### src/rtl/wtam_queue.sv
// wtam_queue: small first-in first-out queue with occupancy count
// generic storage, depends on nothing
`default_nettype none

module wtam_queue #(
	parameter int WIDTH = 32,
	parameter int DEPTH = 4
) (
	input  wire logic                       clk,
	input  wire logic                       arst_n,
	input  wire logic                       wr_en,
	input  wire logic [WIDTH-1:0]           wr_data,
	input  wire logic                       rd_en,
	output logic      [WIDTH-1:0]           rd_data,
	output logic                            full,
	output logic                            empty,
	output logic      [$clog2(DEPTH+1)-1:0] count
);

	localparam int PW = $clog2(DEPTH);
	localparam int CW = $clog2(DEPTH + 1);

	logic [WIDTH-1:0] mem_q [DEPTH];
	logic [PW-1:0]    wr_ptr_q;
	logic [PW-1:0]    rd_ptr_q;
	logic [CW-1:0]    count_q;
	logic             do_wr;
	logic             do_rd;

	assign full    = (count_q == CW'(DEPTH));
	assign empty   = (count_q == '0);
	assign count   = count_q;
	assign do_wr   = wr_en && !full;
	assign do_rd   = rd_en && !empty;
	assign rd_data = mem_q[rd_ptr_q];

	always_ff @(posedge clk) begin
		if (do_wr) begin
			mem_q[wr_ptr_q] <= wr_data;
		end
	end

	always_ff @(posedge clk or negedge arst_n) begin
		if (!arst_n) begin
			wr_ptr_q <= '0;
			rd_ptr_q <= '0;
			count_q  <= '0;
		end else begin
			if (do_wr) begin
				wr_ptr_q <= wr_ptr_q + PW'(1);
			end
			if (do_rd) begin
				rd_ptr_q <= rd_ptr_q + PW'(1);
			end
			if (do_wr && !do_rd) begin
				count_q <= count_q + CW'(1);
			end else if (do_rd && !do_wr) begin
				count_q <= count_q - CW'(1);
			end
		end
	end

endmodule

`default_nettype wire

### config.mk
export PLATFORM = sky130hd
export DESIGN_NAME = wtam_queue
export DESIGN_NICKNAME = d
export VERILOG_FILES = /design/src/rtl/wtam_queue.sv
export SDC_FILE = /design/constraint.sdc
export NUM_CORES = 1
export LEC_CHECK = 0
export BUFFER_PORTS_ARGS = -buffer_cell sky130_fd_sc_hd__buf_2
export CORE_MARGIN = 3
export CORE_UTILIZATION = 45
export DETAILED_ROUTE_END_ITERATION = 16
export PLACE_DENSITY = 0.65
export SLEW_MARGIN = 15
export SYNTH_ARGS = -nofsm -noshare
export SYNTH_HDL_FRONTEND = slang
export SYNTH_SLANG_ARGS = --single-unit
### constraint.sdc
create_clock -name clk -period 5.9 [get_ports clk]
set_clock_uncertainty 0.1 [all_clocks]
set_input_delay 1.18 -clock clk [delete_from_list [all_inputs] [get_ports clk]]
set_output_delay 1.18 -clock clk [all_outputs]
set_load 0.02 [all_outputs]
Yosys cells after proc, flatten, opt, wreduce, memory -nomap -nowiden

Memories as Yosys holds them, arrays and structs flattened.
Index checks and enable logic that the tools add are counted.

Flip-flop bits (word level): 7
Bits in writable memories: 128
Input bits: 36
Output and inout bits: 37
Logic and storage cells: 23
Memories kept: 1

$add $sub $neg: 4
Equal/unequal tests: 1
Muxes and demuxes: 4
Reduce and logical (&&, ||, !) cells: 10

Memories:

| name  | words | bits a word | read ports | clocked after Yosys merged registers in | write ports | line | RTL |
|---|---|---|---|---|---|---|---|
| mem_q | 4     | 32          | 1          | 0                                       | 1           | 23   | `logic [WIDTH-1:0] mem_q [DEPTH];` |

Operators by type and width:

| operator                                          | number |
|---|---|
| 2-to-1 mux 3 bit                                  | 2 |
| adder 2 x 1 -> 2 bit (second input constant)      | 2 |
| logical AND 1 bit                                 | 4 |
| zero test 1 bit                                   | 4 |
| adder 3 x 1 -> 3 bit (second input constant)      | 1 |
| == test 3 bit (second input constant)             | 1 |
| zero test 3 bit                                   | 1 |
| subtractor 3 x 1 -> 3 bit (second input constant) | 1 |
| 2-to-1 mux 1 bit                                  | 2 |
| nonzero test 2 bit                                | 1 |

Longest topological paths before layout

Gate-level depths: netlist of the first run.

Depth after elaboration: 7
Gate-level depth with buffers: 9
Gate-level depth less buffers: 8

Worst setup path after synthesis of the first run

Ideal clock, no wire load.

Kind: input -> register
From: input wr_en
To: memory mem_q[0][0] (enable)
Setup time: 392 ps
Arrival time: 2256 ps
Data required time: 5408 ps
Setup slack: 3152 ps
Stages on the path: 3
Path buffers: 1
Path through: nor2b_1 buf_6 and2_1

Word-level cells in the longest chain between the ends: 3

Ends and longest elaborated chain:

| what                                   | line | RTL |
|---|---|---|
| from (decl)                            | 11   | `input wire logic wr_en,` |
| logical AND 1 bit                      | 33   | `assign do_wr = wr_en && !full;` |
| via do_wr                              | 27   | `logic do_wr;` |
| 2-to-1 mux 1 bit                       | 38   | `if (do_wr) begin` |
| 2-to-1 mux 1 bit (not written as such) | 39   | `mem_q[wr_ptr_q] <= wr_data;` |
| to (decl)                              | 23   |  |

The timed path passes the listed nets, and every way through them passes these cells.

Worst setup path in the final report of the first run

From: register rd_ptr_q[0]
To: output rd_data[12]

Word-level cells in the longest chain between the ends: 1

Ends and longest elaborated chain:

| what                     | line | RTL |
|---|---|---|
| from (decl)              | 25   | `logic [PW-1:0] rd_ptr_q;` |
| from (signal assigned)   | 53   | `rd_ptr_q <= rd_ptr_q + PW'(1);` |
| memory read (4 x 32 bit) | -    |  |
| to (decl)                | 14   | `output logic [WIDTH-1:0] rd_data,` |

No other way between the ends.

==> summary.txt, run 1 <==
Reg clk slew, reported paths -> 60 ps
status -> completed
Placement Cell Area -> 0.00555 mm2
CP Class -> reg2out
post-CTS setup buffers -> 0
synth top area cells -> edfxtp_1 75%, mux4_2 12%, dfrtp_1 3.4%, mux4_1 2.1%, ha_1 1.2%
n_diodes -> 0
worst-margin pin slew -> 892 ps
maximum number of pins on one net before global-route repair -> 33
DR DRC count -> 0
period utilization -> 60.3%
Iteration-0 DRC Markers -> 84
antenna violations before repair -> 0
synthesized area -> 0.00509 mm2
Slew HR -> 40.5%
Hold Vio Cnt, Final -> 0
Mapped Nets -> 246
vias post-DR -> 2,287
Initial Util -> 46.6%
worst vdd ir -> 0.299 mV
I/O Pins -> 73
CP Data Required Time -> 4620 ps
max cap viols -> 0
layout cell share with drive strength beyond 1 -> 46.5%
number of global-route vias before repair -> 2,528
Max Slew Vio Count -> 0
Die Wd -> 112 um
# fillers -> 848
CORE AREA -> 0.0109 mm2
Pre-Repair DR Iteration Count -> 4
Final Net Count -> 330
Post-Layout Inst Area -> 0.00615 mm2
WL per Instance -> 19.4 um
overall routing resource usage -> 14.5%
type of the tightest min-delay check -> reg2reg
FF+latch count, synth -> 135
global route overflow -> 0
Yosys Warn Count -> 0
Primary FF master, synth -> edfxtp_1
commonest cells in the synthesized netlist -> 128 x edfxtp_1, 28 x mux4_2, 7 x dfrtp_1
Clock Tree Root -> clkbuf_16
CTS resizes -> 0
hold path start -> count[2]$_DFFE_PN0P_
WHS -> 427 ps
critical path arrival -> 2280 ps
Longest Clk Path Bufs -> 2
R2R Setup Slk -> 3500 ps
FMAX -> 281 MHz
Post-synth EDFFs -> 128
R2R cell count -> 8
crit path from -> rd_ptr_q[0]$_DFFE_PN0P_
worst skew pair latency -> 400 ps
Post-Route WL -> 8.57 mm
Syn Area/Cell -> 25.0 um2
Synth area leader -> edfxtp_1
Critical Path End Type -> primary output
setup_tns -> 0 ps
Synth top area share -> 75.4%
CTS tree -> built
TritonCTS Buffers -> 17
detailed placement HPWL -> 5.07 mm
unrepaired setup endpoints after global routing -> false
Row Count -> 38
Tmin final -> 3560 ps
Area growth syn-to-layout -> 20.8%
Pleak -> 2.18 nW
Die Ht -> 112 um
pwr dens -> 552 mW/mm2
Synth cell types -> 22
htree depth -> 4
die area -> 0.0126 mm2
# setup viols final -> 0
Worst Path Max Fanout -> 24
first-pass GRT wire length -> 13.6 mm
Port Buffers -> 72
count leader, synth -> edfxtp_1
ys async rst share -> 5.19%
sequential cell area fraction in the yosys report -> 78.9%
cells after synthesis -> 204
routed vias/inst -> 5.19
reg-to-reg endpoint -> count[2]$_DFFE_PN0P_
Setup crit start kind -> flip-flop
reg-to-reg startpoint -> count[2]$_DFFE_PN0P_
gp weighted congestion -> 0.656
crit path to -> rd_data[12]
Post-CTS Hold Fix Bufs -> 0
ANT nets after route -> 0
CTS sink cnt -> 135
-- routing by layer --
layer | share of wire, % | GRT usage (%)
met1 | 43 | 18.3
met2 | 50 | 23.6
met3 | 5.9 | 5.61
met4 | 0.79 | 4.33
met5 | 0 | 0
-- layout by cell type, fill, tap and decap left out, drive strengths merged, types with 2 or more instances in the layout --
cell | synthesis | final
inv | 4 | 8
bufinv | 0 | 3
ha | 5 | 5
mux4 | 32 | 32
xnor2 | 4 | 4
mux2 | 2 | 2
edfxtp | 128 | 128
xor2 | 2 | 2
clkinv | 0 | 3
buf | 8 | 74
clkinvlp | 0 | 3
and2 | 4 | 4
dfrtp | 7 | 7
clkbuf | 1 | 19
-- state kept, by name, indices dropped and copies added (netlist names) --
name / cells
rd_ptr_q: 2
count: 3
wr_ptr_q: 2
mem_q: 128
-- final cells by class --
cell class | instances | area [um2] | area share (%)
Timing Repair Buffer | 74 | 375 | 6.10
Clock buffer | 19 | 433 | 7.04
Tap cell | 140 | 175 | 2.85
Clock inverter | 13 | 170 | 2.77
Inverter | 4 | 15.0 | 0.244
Multi-Input combinational cell | 56 | 965 | 15.7
Sequential cell | 135 | 4020 | 65.3
-- how the worst min path moves through the flow --
stage                                    to  slack, ps  depth (start not counted)
floorplan           wr_ptr_q[1]$_DFFE_PN0P_        430                          1
global placement       count[2]$_DFFE_PN0P_        390                          1
detailed placement     count[2]$_DFFE_PN0P_        420                          1
CTS                    count[2]$_DFFE_PN0P_        440                          1
global route           count[2]$_DFFE_PN0P_        450                          1
finish                 count[2]$_DFFE_PN0P_        430                          1
-- critical path, stage by stage (launching register included) --
cell and delay, ps:
dfrtp_2 560, buf_4 500, mux4_2 600, buf_2 180
-- power by group --
part           total [mW]  internal (mW)  switching (mW)
Sequential           1.36           1.28          0.0814
Clock                1.06          0.670           0.392
Combinational       0.976          0.405           0.571
-- through the flow --
step / utilization, % / setup WS [ps] / instances / power (mW)
finish: 56.3 / 2340 / 441 / 3.40
global route: 56.3 / 2210 / 441 / 3.56
CTS: 56.3 / 2280 / 441 / 3.45
detailed placement: 50.8 / 2710 / 409 / 2.39
global placement: 50.8 / 2740 / 409 / 2.37
floorplan: - / 3150 / 204 / 2.12
-- cells by family (layout without fill, tap and decap cells) --
group | count (synthesis) | count (layout) | share of synthesized area, %
AND/OR/NAND/NOR | 10 | 10 | 1.23
multiplexers | 34 | 34 | 15.0
XOR/XNOR | 6 | 6 | 1.03
adder cells (fa/ha/maj) | 6 | 6 | 1.62
flip-flops | 135 | 135 | 78.9
buffers and inverters | 13 | 110 | 2.28
Power figures use the tool's default switching activity.
==> inputs of run 2 (changes only) <==
Clock period 5.9 ns to 3.3 ns, I/O delays scaled along.
==> run 2 against run 1 <==
Effect of this change: via count grew 2.2%; register-to-register slack lost 2500 ps; sequential cell count is the same; setup slack lost 1800 ps; critical endpoint is now rd_data[25]; wire length grew 3.2%; count of clock-buffer cells in the layout shrank 1; global-route usage grew 0.59 points; sequential power grew 78%; total power grew 80%; critical path type unchanged; hold slack lost 67 ps.
==> summary.txt, run 2 (synthesis results as in run 1) <==
status -> completed
vias post-DR -> 2,338 (+2.2%)
WL per Instance -> 19.7 um (+1.6%)
Max Slew Vio Count -> 0 (unchanged)
Iteration-0 DRC Markers -> 108 (+29%)
ANT nets after route -> 0 (unchanged)
Die Ht -> 112 um (unchanged)
Die Wd -> 112 um (unchanged)
delay-heaviest family, CP -> multiplexers
sink of the worst hold path -> mem_q[2][14]$_DFFE_PP_
TritonCTS Buffers -> 17 (unchanged)
post-CTS setup buffers -> 0 (unchanged)
reg-to-reg endpoint -> mem_q[0][19]$_DFFE_PP_
detailed placement HPWL -> 5.49 mm (+8.4%)
Area growth syn-to-layout -> 22.3%
Met3 Wirelength -> 456 um (-9.3%)
Pre-Repair DR Iteration Count -> 4 (unchanged)
Final Net Count -> 337 (+2.1%)
met2 wire length -> 4.39 mm (+1.6%)
Pleak -> 2.22 nW (+1.9%)
Worst path depth -> 3 (unchanged)
DP Worst Slack -> 792 ps (-1920 ps)
Longest Clk Path Bufs -> 2 (unchanged)
FMAX -> 363 MHz
CTS sink cnt -> 135 (unchanged)
max cap viols -> 0 (unchanged)
number of global-route vias before repair -> 2,495 (-1.3%)
Setup crit start kind -> flip-flop
n_diodes -> 0 (unchanged)
Clock Tree Root -> clkbuf_16
met1 wire length -> 3.86 mm (+5.1%)
htree depth -> 4 (unchanged)
setup_tns -> 0 ps (unchanged)
worst vdd ir -> 0.560 mV (+87%)
gp weighted congestion -> 0.706 (+7.6%)
routed vias/inst -> 5.22 (+0.63%)
type of the tightest min-delay check -> in2reg
Min-Delay Path Depth -> 1 (unchanged)
maximum number of pins on one net before global-route repair -> 29 (-12%)
Worst Path Buf+Inv -> 2 (unchanged)
overall routing resource usage -> 15.1% (+0.59 points)
CORE AREA -> 0.0109 mm2 (unchanged)
DR DRC count -> 0 (unchanged)
hold path start -> wr_data[14]
Worst path slowest cell -> mux4_1
CTS tree -> built
Biggest register -> mem_q
# fillers -> 818 (-3.5%)
I/O Pins -> 73 (unchanged)
R2R Setup Slk -> 1000 ps (-2500 ps)
die area -> 0.0126 mm2 (unchanged)
CP Cell Sequence -> buf_4 -> mux4_1 -> buf_2
CP Class -> reg2out
worst-margin pin slew -> 593 ps (-299 ps)
reg-to-reg startpoint -> count[2]$_DFFE_PN0P_
total chip power -> 6.11 mW (+80%)
worst skew pair latency -> 400 ps (about the same)
critical path arrival -> 1990 ps (-290 ps)
Initial Util -> 46.6% (unchanged)
storage element area -> 0.00402 mm2 (unchanged)
global route overflow -> 0 (unchanged)
Tmin final -> 2750 ps
CP Data Required Time -> 2540 ps (-2080 ps)
most frequent cells in the layout -> 128 x edfxtp_1, 72 x buf_2, 28 x mux4_2
footprint of the multi-input gates -> 965 um2 (unchanged)
PnR worst setup slack -> 545 ps (-1800 ps)
Worst Path Max Fanout -> 10 (-58%)
Port Buffers -> 72 (unchanged)
first-pass GRT wire length -> 13.9 mm (+2.8%)
antenna violations before repair -> 0 (unchanged)
highest routed layer -> met4
commonest non-fill, non-tap cell in the layout -> edfxtp_1
# setup viols final -> 0 (unchanged)
layout cell share with drive strength beyond 1 -> 47.1% (+0.57 points)
worst stage delay on the critical path -> 600 ps (about the same)
Row Count -> 38 (unchanged)
Critical Path End Type -> primary output
Reg clk slew, reported paths -> 60 ps (about the same)
pwr dens -> 981 mW/mm2 (+78%)
unrepaired setup endpoints after global routing -> false
number of flip-flops under the largest register name -> 128 (unchanged)
Slew HR -> 60.5% (+20 points)
period utilization -> 83.5%
Post-Route WL -> 8.84 mm (+3.2%)
R2R cell count -> 4 (-4)
Hold Vio Cnt, Final -> 0 (unchanged)
-- run 2: changes by cell type in the layout (fill, tap and decap cells not counted), sizes merged --
cell	previous run	this run
buf	74	80
clkbuf	19	18
clkinv	3	7
dlygate4sd3	0	1
inv	8	5
-- run 2: worst max-delay path by stage --
stage,from,end
finish,rd_ptr_q[0]$_DFFE_PN0P_,rd_data[25]
global placement,wr_en,mem_q[0][20]$_DFFE_PP_
global route,rd_ptr_q[0]$_DFFE_PN0P_,rd_data[25]
floorplan,count[0]$_DFFE_PN0P_,count[1]$_DFFE_PN0P_
CTS,rd_ptr_q[0]$_DFFE_PN0P_,rd_data[25]
detailed placement,wr_en,mem_q[0][19]$_DFFE_PP_
-- run 2: stage by stage --
step | utilization [%] | cells | instance area [um2] | hold slack, ps
global route | 57.0 | 448 | 6230 | 355
floorplan | - | 204 | 5090 | 264
detailed placement | 51.5 | 415 | 5630 | 393
CTS | 57.0 | 448 | 6230 | 344
global placement | 51.5 | 415 | 5630 | 399
finish | 57.0 | 448 | 6230 | 359
-- run 2: report_power, final --
group	switching [mW]	internal (mW)	total, mW
sequential	0.142	2.28	2.42
combinational	1.05	0.793	1.84
clock	0.673	1.18	1.85
-- run 2: area by class of cell --
cell class	count	share of cell area, %
flip-flops and latches	135	64.5
multi-input cells	56	15.5
clock inverters	14	2.53
inverters	4	0.241
clock buffers	18	6.89
well taps	140	2.81
repair buffers	81	7.51
-- run 2: per-layer routing --
| metal | up-vias | track usage (%) |
|---|---|---|
| met1 | 1216 | 20.1 |
| met4 | 0 | 5.53 |
| li1 | 1038 | - |
| met5 | - | 0 |
| met2 | 72 | 23.6 |
| met3 | 12 | 4.91 |
-- run 2: timing repair --
| item | CTS | global route |
|---|---|---|
| hold buffers | 1 | 0 |
| endpoints found under the hold margin | 7 | 0 |
| setup endpoints to repair | 0 | 0 |
| gates resized for setup | 0 | 0 |
